File: src/two_pulse_channel_sound_generator_macros.svh
// assertion helpers for the pulse channel sound block
`ifndef TWO_PULSE_CHANNEL_SOUND_GENERATOR_MACROS_SVH
`define TWO_PULSE_CHANNEL_SOUND_GENERATOR_MACROS_SVH
`ifndef SYNTH
// same-cycle implication
`define TPC_ASSERT_NOW(label, pre, post) \
    label: assert property (@(posedge clk) disable iff (!rst_n) (pre) |-> (post)) \
        else $error("tpcsg: implication failed");
// next-cycle implication
`define TPC_ASSERT_NEXT(label, pre, post) \
    label: assert property (@(posedge clk) disable iff (!rst_n) (pre) |=> (post)) \
        else $error("tpcsg: next-cycle implication failed");
`else
`define TPC_ASSERT_NOW(label, pre, post)
`define TPC_ASSERT_NEXT(label, pre, post)
`endif
`endif

File: src/tpcsg_pkg.sv
package tpcsg_pkg;

    localparam int CH_COUNT = 2;

    localparam logic [11:0] INTERVAL_RESET = 12'd3728;
    localparam logic [10:0] PERIOD_MIN     = 11'd8;

    // input kind carried on tuser
    localparam logic OP_WRITE = 1'b0;
    localparam logic OP_TICK  = 1'b1;

    // register map
    localparam logic [15:0] ADDR_CH0_CTRL   = 16'h4000;
    localparam logic [15:0] ADDR_CH0_PER_LO = 16'h4002;
    localparam logic [15:0] ADDR_CH0_PER_HI = 16'h4003;
    localparam logic [15:0] ADDR_CH1_CTRL   = 16'h4004;
    localparam logic [15:0] ADDR_CH1_PER_LO = 16'h4006;
    localparam logic [15:0] ADDR_CH1_PER_HI = 16'h4007;
    localparam logic [15:0] ADDR_STATUS     = 16'h4015;

    typedef struct packed {
        logic [1:0]  duty;
        logic        loop_en;
        logic        const_vol;
        logic [3:0]  volume;
        logic [10:0] period;
        logic [10:0] countdown;
        logic [2:0]  step;
        logic [3:0]  decay;
        logic        enable;
    } chan_t;

    localparam chan_t CHAN_RESET = '{
        duty: 2'd0, loop_en: 1'b0, const_vol: 1'b0, volume: 4'd0,
        period: 11'd0, countdown: 11'd0, step: 3'd0, decay: 4'd0,
        enable: 1'b1
    };

    typedef struct packed {
        logic [14:0] mixed_sample;
        logic [4:0]  level_sum;
        logic [3:0]  level_second;
        logic [3:0]  level_first;
    } result_t;

    // duty waveforms, bit n is step n
    localparam logic [7:0] DUTY_PATTERN [4] = '{
        8'b0000_0010, 8'b0000_0110, 8'b0001_1110, 8'b1111_1001
    };

    // mixer curve, Q0.15, indexed by level sum
    localparam logic [14:0] MIX_TABLE [31] = '{
        15'd0,     15'd824,   15'd1647,  15'd2468,  15'd3288,  15'd4106,
        15'd4923,  15'd5739,  15'd6554,  15'd7367,  15'd8179,  15'd8990,
        15'd9799,  15'd10607, 15'd11414, 15'd12219, 15'd13023, 15'd13826,
        15'd14627, 15'd15427, 15'd16226, 15'd17024, 15'd17820, 15'd18615,
        15'd19409, 15'd20201, 15'd20992, 15'd21782, 15'd22571, 15'd23358,
        15'd24144
    };

    function automatic logic [3:0] chan_level(input chan_t ch);
        logic [7:0] pattern;
        logic [3:0] vol;
        pattern = DUTY_PATTERN[ch.duty];
        vol     = ch.const_vol ? ch.volume : ch.decay;
        if (!ch.enable || (ch.period < PERIOD_MIN) || !pattern[ch.step])
        begin
            return 4'd0;
        end
        return vol;
    endfunction

endpackage

File: src/two_pulse_channel_sound_generator.sv
// pipeline: an accepted input transaction updates the channel state and sets pend; the
// result register then loads from that state once the result stage is empty or draining
// throughput: one transaction per cycle while the sink accepts results; the channel state
// updates at acceptance and one result stage holds the mixed sample while the sink stalls
// reset: rst_n asynchronous active low; channels enabled, other channel and control state
// zero, envelope interval 3728 ticks; the result payload register is not reset
module two_pulse_channel_sound_generator (
    input  logic        clk,
    input  logic        rst_n,
    // envelope interval register
    input  logic        cfg_wr_en,
    input  logic [11:0] cfg_wr_data,
    // input stream
    input  logic        s_tvalid,
    output logic        s_tready,
    input  logic [23:0] s_tdata,   // address [15:0], write_data [23:16]
    input  logic        s_tuser,   // opcode: 0 register write, 1 tick
    // result stream
    output logic        m_tvalid,
    input  logic        m_tready,
    output logic [31:0] m_tdata    // level_first [3:0], level_second [7:4],
                                   // level_sum [12:8], mixed_sample [27:13]
);

`include "two_pulse_channel_sound_generator_macros.svh"

    tpcsg_pkg::chan_t   chan_reg [tpcsg_pkg::CH_COUNT];
    tpcsg_pkg::chan_t   chan_next [tpcsg_pkg::CH_COUNT];
    logic [11:0]        frame_reg, frame_next;
    logic [11:0]        interval_reg;
    logic               pend_reg, pend_next;
    logic               out_valid_reg, out_valid_next;
    tpcsg_pkg::result_t out_reg;
    tpcsg_pkg::result_t result;

    logic        accept;
    logic        out_load;
    logic        is_tick;
    logic        env_clk;
    logic [11:0] frame_inc;
    logic [15:0] wr_addr;
    logic [7:0]  wr_data;

    assign wr_addr = s_tdata[15:0];
    assign wr_data = s_tdata[23:16];
    assign is_tick = (s_tuser == tpcsg_pkg::OP_TICK);

    // handshake: pend marks that the channel state holds an item not yet
    // moved into the result stage
    assign out_load = pend_reg && (!out_valid_reg || m_tready);
    assign s_tready = !pend_reg || out_load;
    assign accept   = s_tvalid && s_tready;

    // frame divider for the envelope clock
    assign frame_inc = frame_reg + 12'd1;
    assign env_clk   = (frame_inc >= interval_reg);

    always_comb
    begin
        frame_next = frame_reg;
        for (int c = 0; c < tpcsg_pkg::CH_COUNT; c++)
        begin
            chan_next[c] = chan_reg[c];
        end
        if (accept && is_tick)
        begin
            frame_next = env_clk ? 12'd0 : frame_inc;
            for (int c = 0; c < tpcsg_pkg::CH_COUNT; c++)
            begin
                // timer reload advances the sequencer
                if (chan_reg[c].countdown == 11'd0)
                begin
                    chan_next[c].countdown = chan_reg[c].period;
                    chan_next[c].step      = chan_reg[c].step + 3'd1;
                end
                else
                begin
                    chan_next[c].countdown = chan_reg[c].countdown - 11'd1;
                end
                // envelope decay, or reload when looping at zero
                if (env_clk && !chan_reg[c].const_vol)
                begin
                    if (chan_reg[c].decay != 4'd0)
                    begin
                        chan_next[c].decay = chan_reg[c].decay - 4'd1;
                    end
                    else if (chan_reg[c].loop_en)
                    begin
                        chan_next[c].decay = chan_reg[c].volume;
                    end
                end
            end
        end
        else if (accept)
        begin
            case (wr_addr)
                tpcsg_pkg::ADDR_CH0_CTRL:
                begin
                    chan_next[0].duty      = wr_data[7:6];
                    chan_next[0].loop_en   = wr_data[5];
                    chan_next[0].const_vol = wr_data[4];
                    chan_next[0].volume    = wr_data[3:0];
                end
                tpcsg_pkg::ADDR_CH0_PER_LO:
                begin
                    chan_next[0].period[7:0] = wr_data;
                end
                tpcsg_pkg::ADDR_CH0_PER_HI:
                begin
                    chan_next[0].period[10:8] = wr_data[2:0];
                    chan_next[0].step         = 3'd0;
                    chan_next[0].decay        = chan_reg[0].volume;
                end
                tpcsg_pkg::ADDR_CH1_CTRL:
                begin
                    chan_next[1].duty      = wr_data[7:6];
                    chan_next[1].loop_en   = wr_data[5];
                    chan_next[1].const_vol = wr_data[4];
                    chan_next[1].volume    = wr_data[3:0];
                end
                tpcsg_pkg::ADDR_CH1_PER_LO:
                begin
                    chan_next[1].period[7:0] = wr_data;
                end
                tpcsg_pkg::ADDR_CH1_PER_HI:
                begin
                    chan_next[1].period[10:8] = wr_data[2:0];
                    chan_next[1].step         = 3'd0;
                    chan_next[1].decay        = chan_reg[1].volume;
                end
                tpcsg_pkg::ADDR_STATUS:
                begin
                    chan_next[0].enable = wr_data[0];
                    chan_next[1].enable = wr_data[1];
                end
                default:
                begin
                    // unmapped address, state untouched
                end
            endcase
        end
    end

    // result from the state as it stands after the pending item
    always_comb
    begin
        result.level_first  = tpcsg_pkg::chan_level(chan_reg[0]);
        result.level_second = tpcsg_pkg::chan_level(chan_reg[1]);
        result.level_sum    = {1'b0, result.level_first} + {1'b0, result.level_second};
        result.mixed_sample = tpcsg_pkg::MIX_TABLE[result.level_sum];
    end

    always_comb
    begin
        pend_next = pend_reg;
        if (accept)
        begin
            pend_next = 1'b1;
        end
        else if (out_load)
        begin
            pend_next = 1'b0;
        end
        out_valid_next = out_valid_reg;
        if (out_load)
        begin
            out_valid_next = 1'b1;
        end
        else if (m_tready)
        begin
            out_valid_next = 1'b0;
        end
    end

    always_ff @(posedge clk or negedge rst_n)
    begin
        if (!rst_n)
        begin
            for (int c = 0; c < tpcsg_pkg::CH_COUNT; c++)
            begin
                chan_reg[c] <= tpcsg_pkg::CHAN_RESET;
            end
            frame_reg     <= 12'd0;
            interval_reg  <= tpcsg_pkg::INTERVAL_RESET;
            pend_reg      <= 1'b0;
            out_valid_reg <= 1'b0;
        end
        else
        begin
            for (int c = 0; c < tpcsg_pkg::CH_COUNT; c++)
            begin
                chan_reg[c] <= chan_next[c];
            end
            frame_reg     <= frame_next;
            pend_reg      <= pend_next;
            out_valid_reg <= out_valid_next;
            if (cfg_wr_en)
            begin
                interval_reg <= cfg_wr_data;
            end
        end
    end

    // result payload, no reset needed
    always_ff @(posedge clk)
    begin
        if (out_load)
        begin
            out_reg <= result;
        end
    end

    assign m_tvalid = out_valid_reg;
    assign m_tdata  = {4'd0, out_reg};

    // pending state is never dropped while the result stage is blocked
    `TPC_ASSERT_NEXT(a_pend_held, pend_reg && !out_load, pend_reg)
    // input stalls only when both the state and the result stage are occupied
    `TPC_ASSERT_NOW(a_ready_stall, !s_tready, pend_reg && out_valid_reg && !m_tready)
    // delivered sum always matches the two channel levels
    `TPC_ASSERT_NOW(a_sum_consistent, out_valid_reg,
        out_reg.level_sum == ({1'b0, out_reg.level_first} + {1'b0, out_reg.level_second}))
    // an envelope clock restarts the frame count
    `TPC_ASSERT_NEXT(a_frame_restart, accept && is_tick && env_clk, frame_reg == 12'd0)

endmodule
File: config.mk
export PLATFORM = sky130hd
export DESIGN_NAME = two_pulse_channel_sound_generator
export DESIGN_NICKNAME = d
export VERILOG_FILES = /design/src/tpcsg_pkg.sv /design/src/two_pulse_channel_sound_generator.sv
export VERILOG_INCLUDE_DIRS = /design/src /design/src/src
export SDC_FILE = /design/constraint.sdc
export NUM_CORES = 1
export LEC_CHECK = 0
export ABC_CLOCK_PERIOD_IN_PS = 9150
export BUFFER_PORTS_ARGS = -buffer_cell sky130_fd_sc_hd__buf_2
export CORE_MARGIN = 2
export CORE_UTILIZATION = 35
export CTS_CLUSTER_DIAMETER = 100
export DETAILED_ROUTE_END_ITERATION = 6
export HOLD_SLACK_MARGIN = 0.03
export MAX_ROUTING_LAYER = met4
export PLACE_DENSITY = 0.56
export SYNTH_ARGS = -nofsm -noshare
export SYNTH_HDL_FRONTEND = slang
export SYNTH_SLANG_ARGS = --single-unit
File: constraint.sdc
create_clock -name clk -period 9.15 [get_ports clk]
set_clock_uncertainty 0.2 [all_clocks]
set_input_delay 0.4575 -clock clk [delete_from_list [all_inputs] [get_ports clk]]
set_output_delay 0.4575 -clock clk [all_outputs]
set_load 0.02 [all_outputs]
# After elaboration in Yosys (flattened, before gate mapping)
# Memories as Yosys holds them, arrays and structs flattened. A register that Yosys moved wholly into a read port is not among the register bits.
# Cells that the tools add are included.
word_totals:
  n_memories: 1
  ff_bits: 115
  in_bits: 42
  rom_bits: 480
  wordCells: 143
  output_inout_bits: 34
classes:
  eq_ne: 13
  bitwise_logic: 4
  magnitude_cmp: 7
  muxes: 44
  reduce_logical: 39
  addsub: 8
memory_table:
  columns: ["name", "words", "word_bits", "rd", "rd_clocked_by_memory_dff", "write_ports", "line_no", "text"]
  rows:
  - ["(no name shown)", 32, 15, 1, 1, 0, "two_pulse_channel_sound_generator.sv:150", "result.mixed_sample = tpcsg_pkg::MIX_TABLE[result.level_sum];"]
ops:
  columns: ["op", "count"]
  rows:
  - ["$eq A16 B15 Y1 const B", 7]
  - ["$mux W8", 7]
  - ["$mux W4", 12]
  - ["$bmux W8 S2", 2]
  - ["$mux W7", 4]
  - ["$mux W27", 1]
  - ["$reduce_and A3 Y1", 9]
  - ["$logic_not A11 Y1", 2]
  - ["$lt A11 B4 Y1 const B", 2]
  - ["$mux W11", 2]
  - ["$sub A11 B1 Y11 const B", 2]
  - ["$add A12 B1 Y12 const B", 1]
  - ["$ge A12 B12 Y1", 1]
  - ["$mux W12", 1]
  - ["$mux W1", 10]
  - ["$reduce_bool A2 Y1", 5]
  - ["$mux W3", 3]
  - ["$logic_not A1 Y1", 8]
  - ["$lt A3 B4 Y1 const B", 2]
  - ["$ne A2 B1 Y1 const B", 4]
  - ["$reduce_and A4 Y1", 2]
  - ["$reduce_bool A4 Y1", 2]
  - ["$sub A4 B1 Y4 const B", 2]
  - ["$add A3 B1 Y3 const B", 2]
  - ["9 further kinds", 22]

# Logic depth before layout (Yosys ltp)
depth:
  word_depth: 12
  mapped_depth: 16
  depth_no_buf: 15

# Worst setup path before layout
# Ideal clock, no wire load.
synth_path:
  path_type: "reg-to-reg"
  start: "register chan_reg[74] in the netlist's numbering"
  end: "register, netlist name m_tdata[20]"
  synth_period_minus_slack_ns: 4.182
  path_slack_ns: 4.968
  required_time_ns: 8.681
  setup_ns: 0.269
  path_stages_with_launch: 16
  arrival_time_ns: 3.713
  path_cell_list: "dfrtp_1 -> ha_1 -> mux4_2 -> o2111ai_1 -> nor2_1 -> ha_1 -> fa_1 -> clkbuf_1 -> clkinv_1 -> ha_1 -> inv_1 -> nor2_1 -> a21oi_1 -> o21ai_0 -> a31oi_1 -> a21oi_1"
synth_rtl:
  columns: ["element", "line_no", "text"]
  rows:
  - ["start, declared", "two_pulse_channel_sound_generator.sv:27", "tpcsg_pkg::chan_t chan_reg [tpcsg_pkg::CH_COUNT];"]
  - ["start signal, assigned by index", "two_pulse_channel_sound_generator.sv:181", "chan_reg[c] <= tpcsg_pkg::CHAN_RESET;"]
  - ["start signal, assigned by index", "two_pulse_channel_sound_generator.sv:192", "chan_reg[c] <= chan_next[c];"]

==> flow_metrics.env <==
export IMPL_hold_viol_final=0
export IMPL_placement_io_buffers=71
export IMPL_clockRootBuffer="clkbuf_16"
export IMPL_post_drt_wl_per_cell_um=15.6
export IMPL_netlist_cell_type_count=71
export IMPL_rsz0062_at_grt="no"
export IMPL_htreeDepth=4
export IMPL_r2r_slack_ps=4450
export IMPL_hold_path_endpoint="interval_reg[3]$_DFFE_PN0P_"
export IMPL_grt_pass1_wl_um=28500
export IMPL_crit_arrival_ps=4660
export IMPL_cp_max_fo=16
export IMPL_vias=5817
export IMPL_clock_sinks=130
export IMPL_hold_path_depth=3
export IMPL_irDropWorstVdd_uv=126
export IMPL_area_growth_pct=16.8
export IMPL_finalWirelength_um=17300
export IMPL_viasPerCell=5.25
export IMPL_fin_setup_tns_ps=0
export IMPL_min_delay_start="cfg_wr_data[3]"
export IMPL_n_antenna_cell=0
export IMPL_critPathKind="flop to flop"
export IMPL_grt_pass1_vias=5523
export IMPL_grt_overflow=0
export IMPL_nets=904
export IMPL_fmax_mhz=213
export IMPL_syn_area_um2=7480
export IMPL_max_cap_viol_count=0
export IMPL_yosys_most_used_dff="dfrtp_1"
export IMPL_r2r_start="chan_reg[36]$_DFFE_PN0P_"
export IMPL_async_flop_share=0.785
export IMPL_fin_crit_ps=4700
export IMPL_die_area_um2=22600
export IMPL_placementRows=53
export IMPL_finalMaxSlewViolations=0
export IMPL_drive_gt1_frac=0.223
export IMPL_grt_max_degree=57
export IMPL_synth_seq_cells=130
export IMPL_rr_endpoint="m_tdata[20]$_DFFE_PP_"
export IMPL_numCtsBuffers=17
export IMPL_startpoint_type="flop"
export IMPL_drc=0
export IMPL_ant_nets=0
export IMPL_total_power_mw=1.69
export IMPL_coreArea_um2=21000
export IMPL_clk_transition_reported_paths_ps=60
export IMPL_globalplace_congestion=0.846
export IMPL_synth_edf_count=28
export IMPL_finalSetupViolations=0
export IMPL_holdWs_ps=44.2
export IMPL_grtUsageTotal=0.165
export IMPL_top_level_ports=76
export IMPL_insertion_delay_ps=430
export IMPL_worst_pin_slew_ps=781
export IMPL_drt_first_pass_iters=5
export IMPL_cts_tree="yes"
export IMPL_slew_limit_headroom=0.475
export IMPL_worstPathRequired_ps=9110
export IMPL_syn_inst=755
export IMPL_finalCritPeriodShare=0.514
export IMPL_largest_reg_flops=76
export IMPL_postCtsResizedCells=0
export IMPL_syn_avg_cell_area_um2=9.91
export IMPL_antenna_found_initial=0
export IMPL_ys_warn_count=0
export IMPL_holdCritPathClass="input port to flop"
export IMPL_powerDensity_nw_per_um2=194
export IMPL_drt_initial_drc_count=412
export IMPL_clockBufferDepth=2
export IMPL_initial_core_util=0.356
export IMPL_seq_area_frac_synth=0.455
export IMPL_power_leakage_nw=3.90
export IMPL_worst_setup_path_end_kind="flop"
export IMPL_dieWidth_um=150
export IMPL_reg2regPathDepth=14
export IMPL_dp_hpwl_um=11900
export IMPL_status="finished, final reports clean"
export IMPL_die_h_um=150
-- worst max path at each step --
stage                                   from                     to  slack (ps)  cells past startpoint
floorplan           chan_reg[74]$_DFFE_PN0P_  m_tdata[20]$_DFFE_PP_        4970                     15
global placement    chan_reg[36]$_DFFE_PN0P_  m_tdata[20]$_DFFE_PP_        4570                     14
detailed placement  chan_reg[74]$_DFFE_PN0P_  m_tdata[18]$_DFFE_PP_        4460                     12
CTS                 chan_reg[36]$_DFFE_PN0P_  m_tdata[20]$_DFFE_PP_        4460                     14
global route        chan_reg[74]$_DFFE_PN0P_  m_tdata[20]$_DFFE_PP_        4020                     14
finish              chan_reg[36]$_DFFE_PN0P_  m_tdata[20]$_DFFE_PP_        4450                     14
-- synthesized netlist by cell type (3+ instances only) --
| cell | instances | area (um^2) |
|---|---|---|
| o21ai_0 | 57 | 285 |
| nor2b_1 | 4 | 25.0 |
| o2111ai_1 | 5 | 43.8 |
| nand2b_1 | 9 | 56.3 |
| o2bb2ai_1 | 4 | 35.0 |
| or3_1 | 5 | 31.3 |
| xor2_1 | 5 | 43.8 |
| nor3_1 | 24 | 120 |
| nand2_1 | 65 | 244 |
| nor3_4 | 3 | 48.8 |
| clkbuf_1 | 28 | 105 |
| o211ai_1 | 3 | 22.5 |
| and3_1 | 3 | 18.8 |
| o311ai_0 | 4 | 35.0 |
| nand3b_1 | 3 | 22.5 |
| mux2i_1 | 9 | 90.1 |
| buf_4 | 4 | 30.0 |
| edfxtp_1 | 28 | 841 |
| buf_1 | 5 | 18.8 |
| a211oi_1 | 9 | 67.6 |
| a21o_1 | 6 | 45.0 |
| a21oi_1 | 53 | 265 |
| nor4_4 | 3 | 63.8 |
| xnor2_1 | 9 | 78.8 |
| ha_1 | 40 | 500 |
| or2_2 | 3 | 18.8 |
| o31ai_1 | 9 | 67.6 |
| mux2_2 | 49 | 552 |
| and2_1 | 4 | 25.0 |
| o221ai_1 | 5 | 43.8 |
| inv_1 | 41 | 154 |
| a22o_1 | 7 | 61.3 |
| o21a_1 | 3 | 22.5 |
| nand3_1 | 19 | 95.1 |
| dfrtp_1 | 95 | 2380 |
| nor4_1 | 10 | 62.6 |
| nor2_1 | 61 | 229 |
| o22ai_1 | 6 | 37.5 |
| dfstp_2 | 7 | 184 |
| a31oi_1 | 8 | 50.1 |
-- cells by family after synthesis --
group | Yosys count | synth area share
muxes | 60 | 0.0918
adders and majority gates | 41 | 0.0695
other | 1 | 0.000501
and+or+nand+nor | 232 | 0.160
xor gates and xnor gates | 14 | 0.0164
buffers and inverters | 82 | 0.0433
AOI/OAI and AO/OA | 195 | 0.163
DFF | 130 | 0.455
-- cells in the final DEF (no fill, tap or decap), types with 10 or more instances in the layout --
| cell type | count |
|---|---|
| edfxtp_1 | 28 |
| buf_2 | 70 |
| nand2_1 | 65 |
| nand3_1 | 19 |
| mux2_2 | 49 |
| clkbuf_16 | 17 |
| nor4_1 | 10 |
| dfrtp_1 | 95 |
| ha_1 | 40 |
| o21ai_0 | 57 |
| inv_1 | 41 |
| nor2_1 | 61 |
| a21oi_1 | 53 |
| nor3_1 | 24 |
-- metal layers --
metal  up-vias  GRT usage  wire (um)
li1       2895          -          -
met1      2743      0.228       8670
met2       168      0.245       7550
met3        11     0.0361        867
met4         0     0.0472        171
met5         -          -          0
-- report_power, final --
part	switching [mW]	internal, mW
Clock	0.263	0.433
Combinational	0.163	0.114
Sequential	0.0615	0.657
Total	0.487	1.20
-- worst max-delay path, cell delays in order, from the launching register on --
cell and delay, ps:
dfrtp_1 400, ha_1 300, mux4_2 440, o2111ai_1 350
nor2_1 140, ha_1 230, fa_1 850, clkinv_1 490
ha_1 430, inv_1 100, nor2_1 60, a21oi_1 120
o21ai_0 110, a31oi_1 160, a21oi_1 60
-- final cells by class --
cell class / count / area (um^2)
Fill cell: 2038 / 12300
Multi-Input combinational cell: 546 / 3780
Sequential cell: 130 / 3400
Timing Repair Buffer: 82 / 450
Clock buffer: 18 / 439
Tap cell: 275 / 344
Inverter: 44 / 165
Clock inverter: 14 / 161
-- what timing repair did --
item,in CTS,in global routing
setup buffers,0,0
endpoints found under the hold margin,57,0
hold buffers,4,0
-- stage by stage --
stage | utilization | worst slack [ps] | std cells | area, um^2
floorplan | - | 4970 | 758 | 7500
global placement | 0.385 | 4570 | 1073 | 8100
detailed placement | 0.385 | 4460 | 1073 | 8100
CTS | 0.416 | 4460 | 1109 | 8740
global route | 0.416 | 4020 | 1109 | 8740
finish | 0.416 | 4450 | 1109 | 8740
Note: power is estimated with default switching activity, not from simulation.
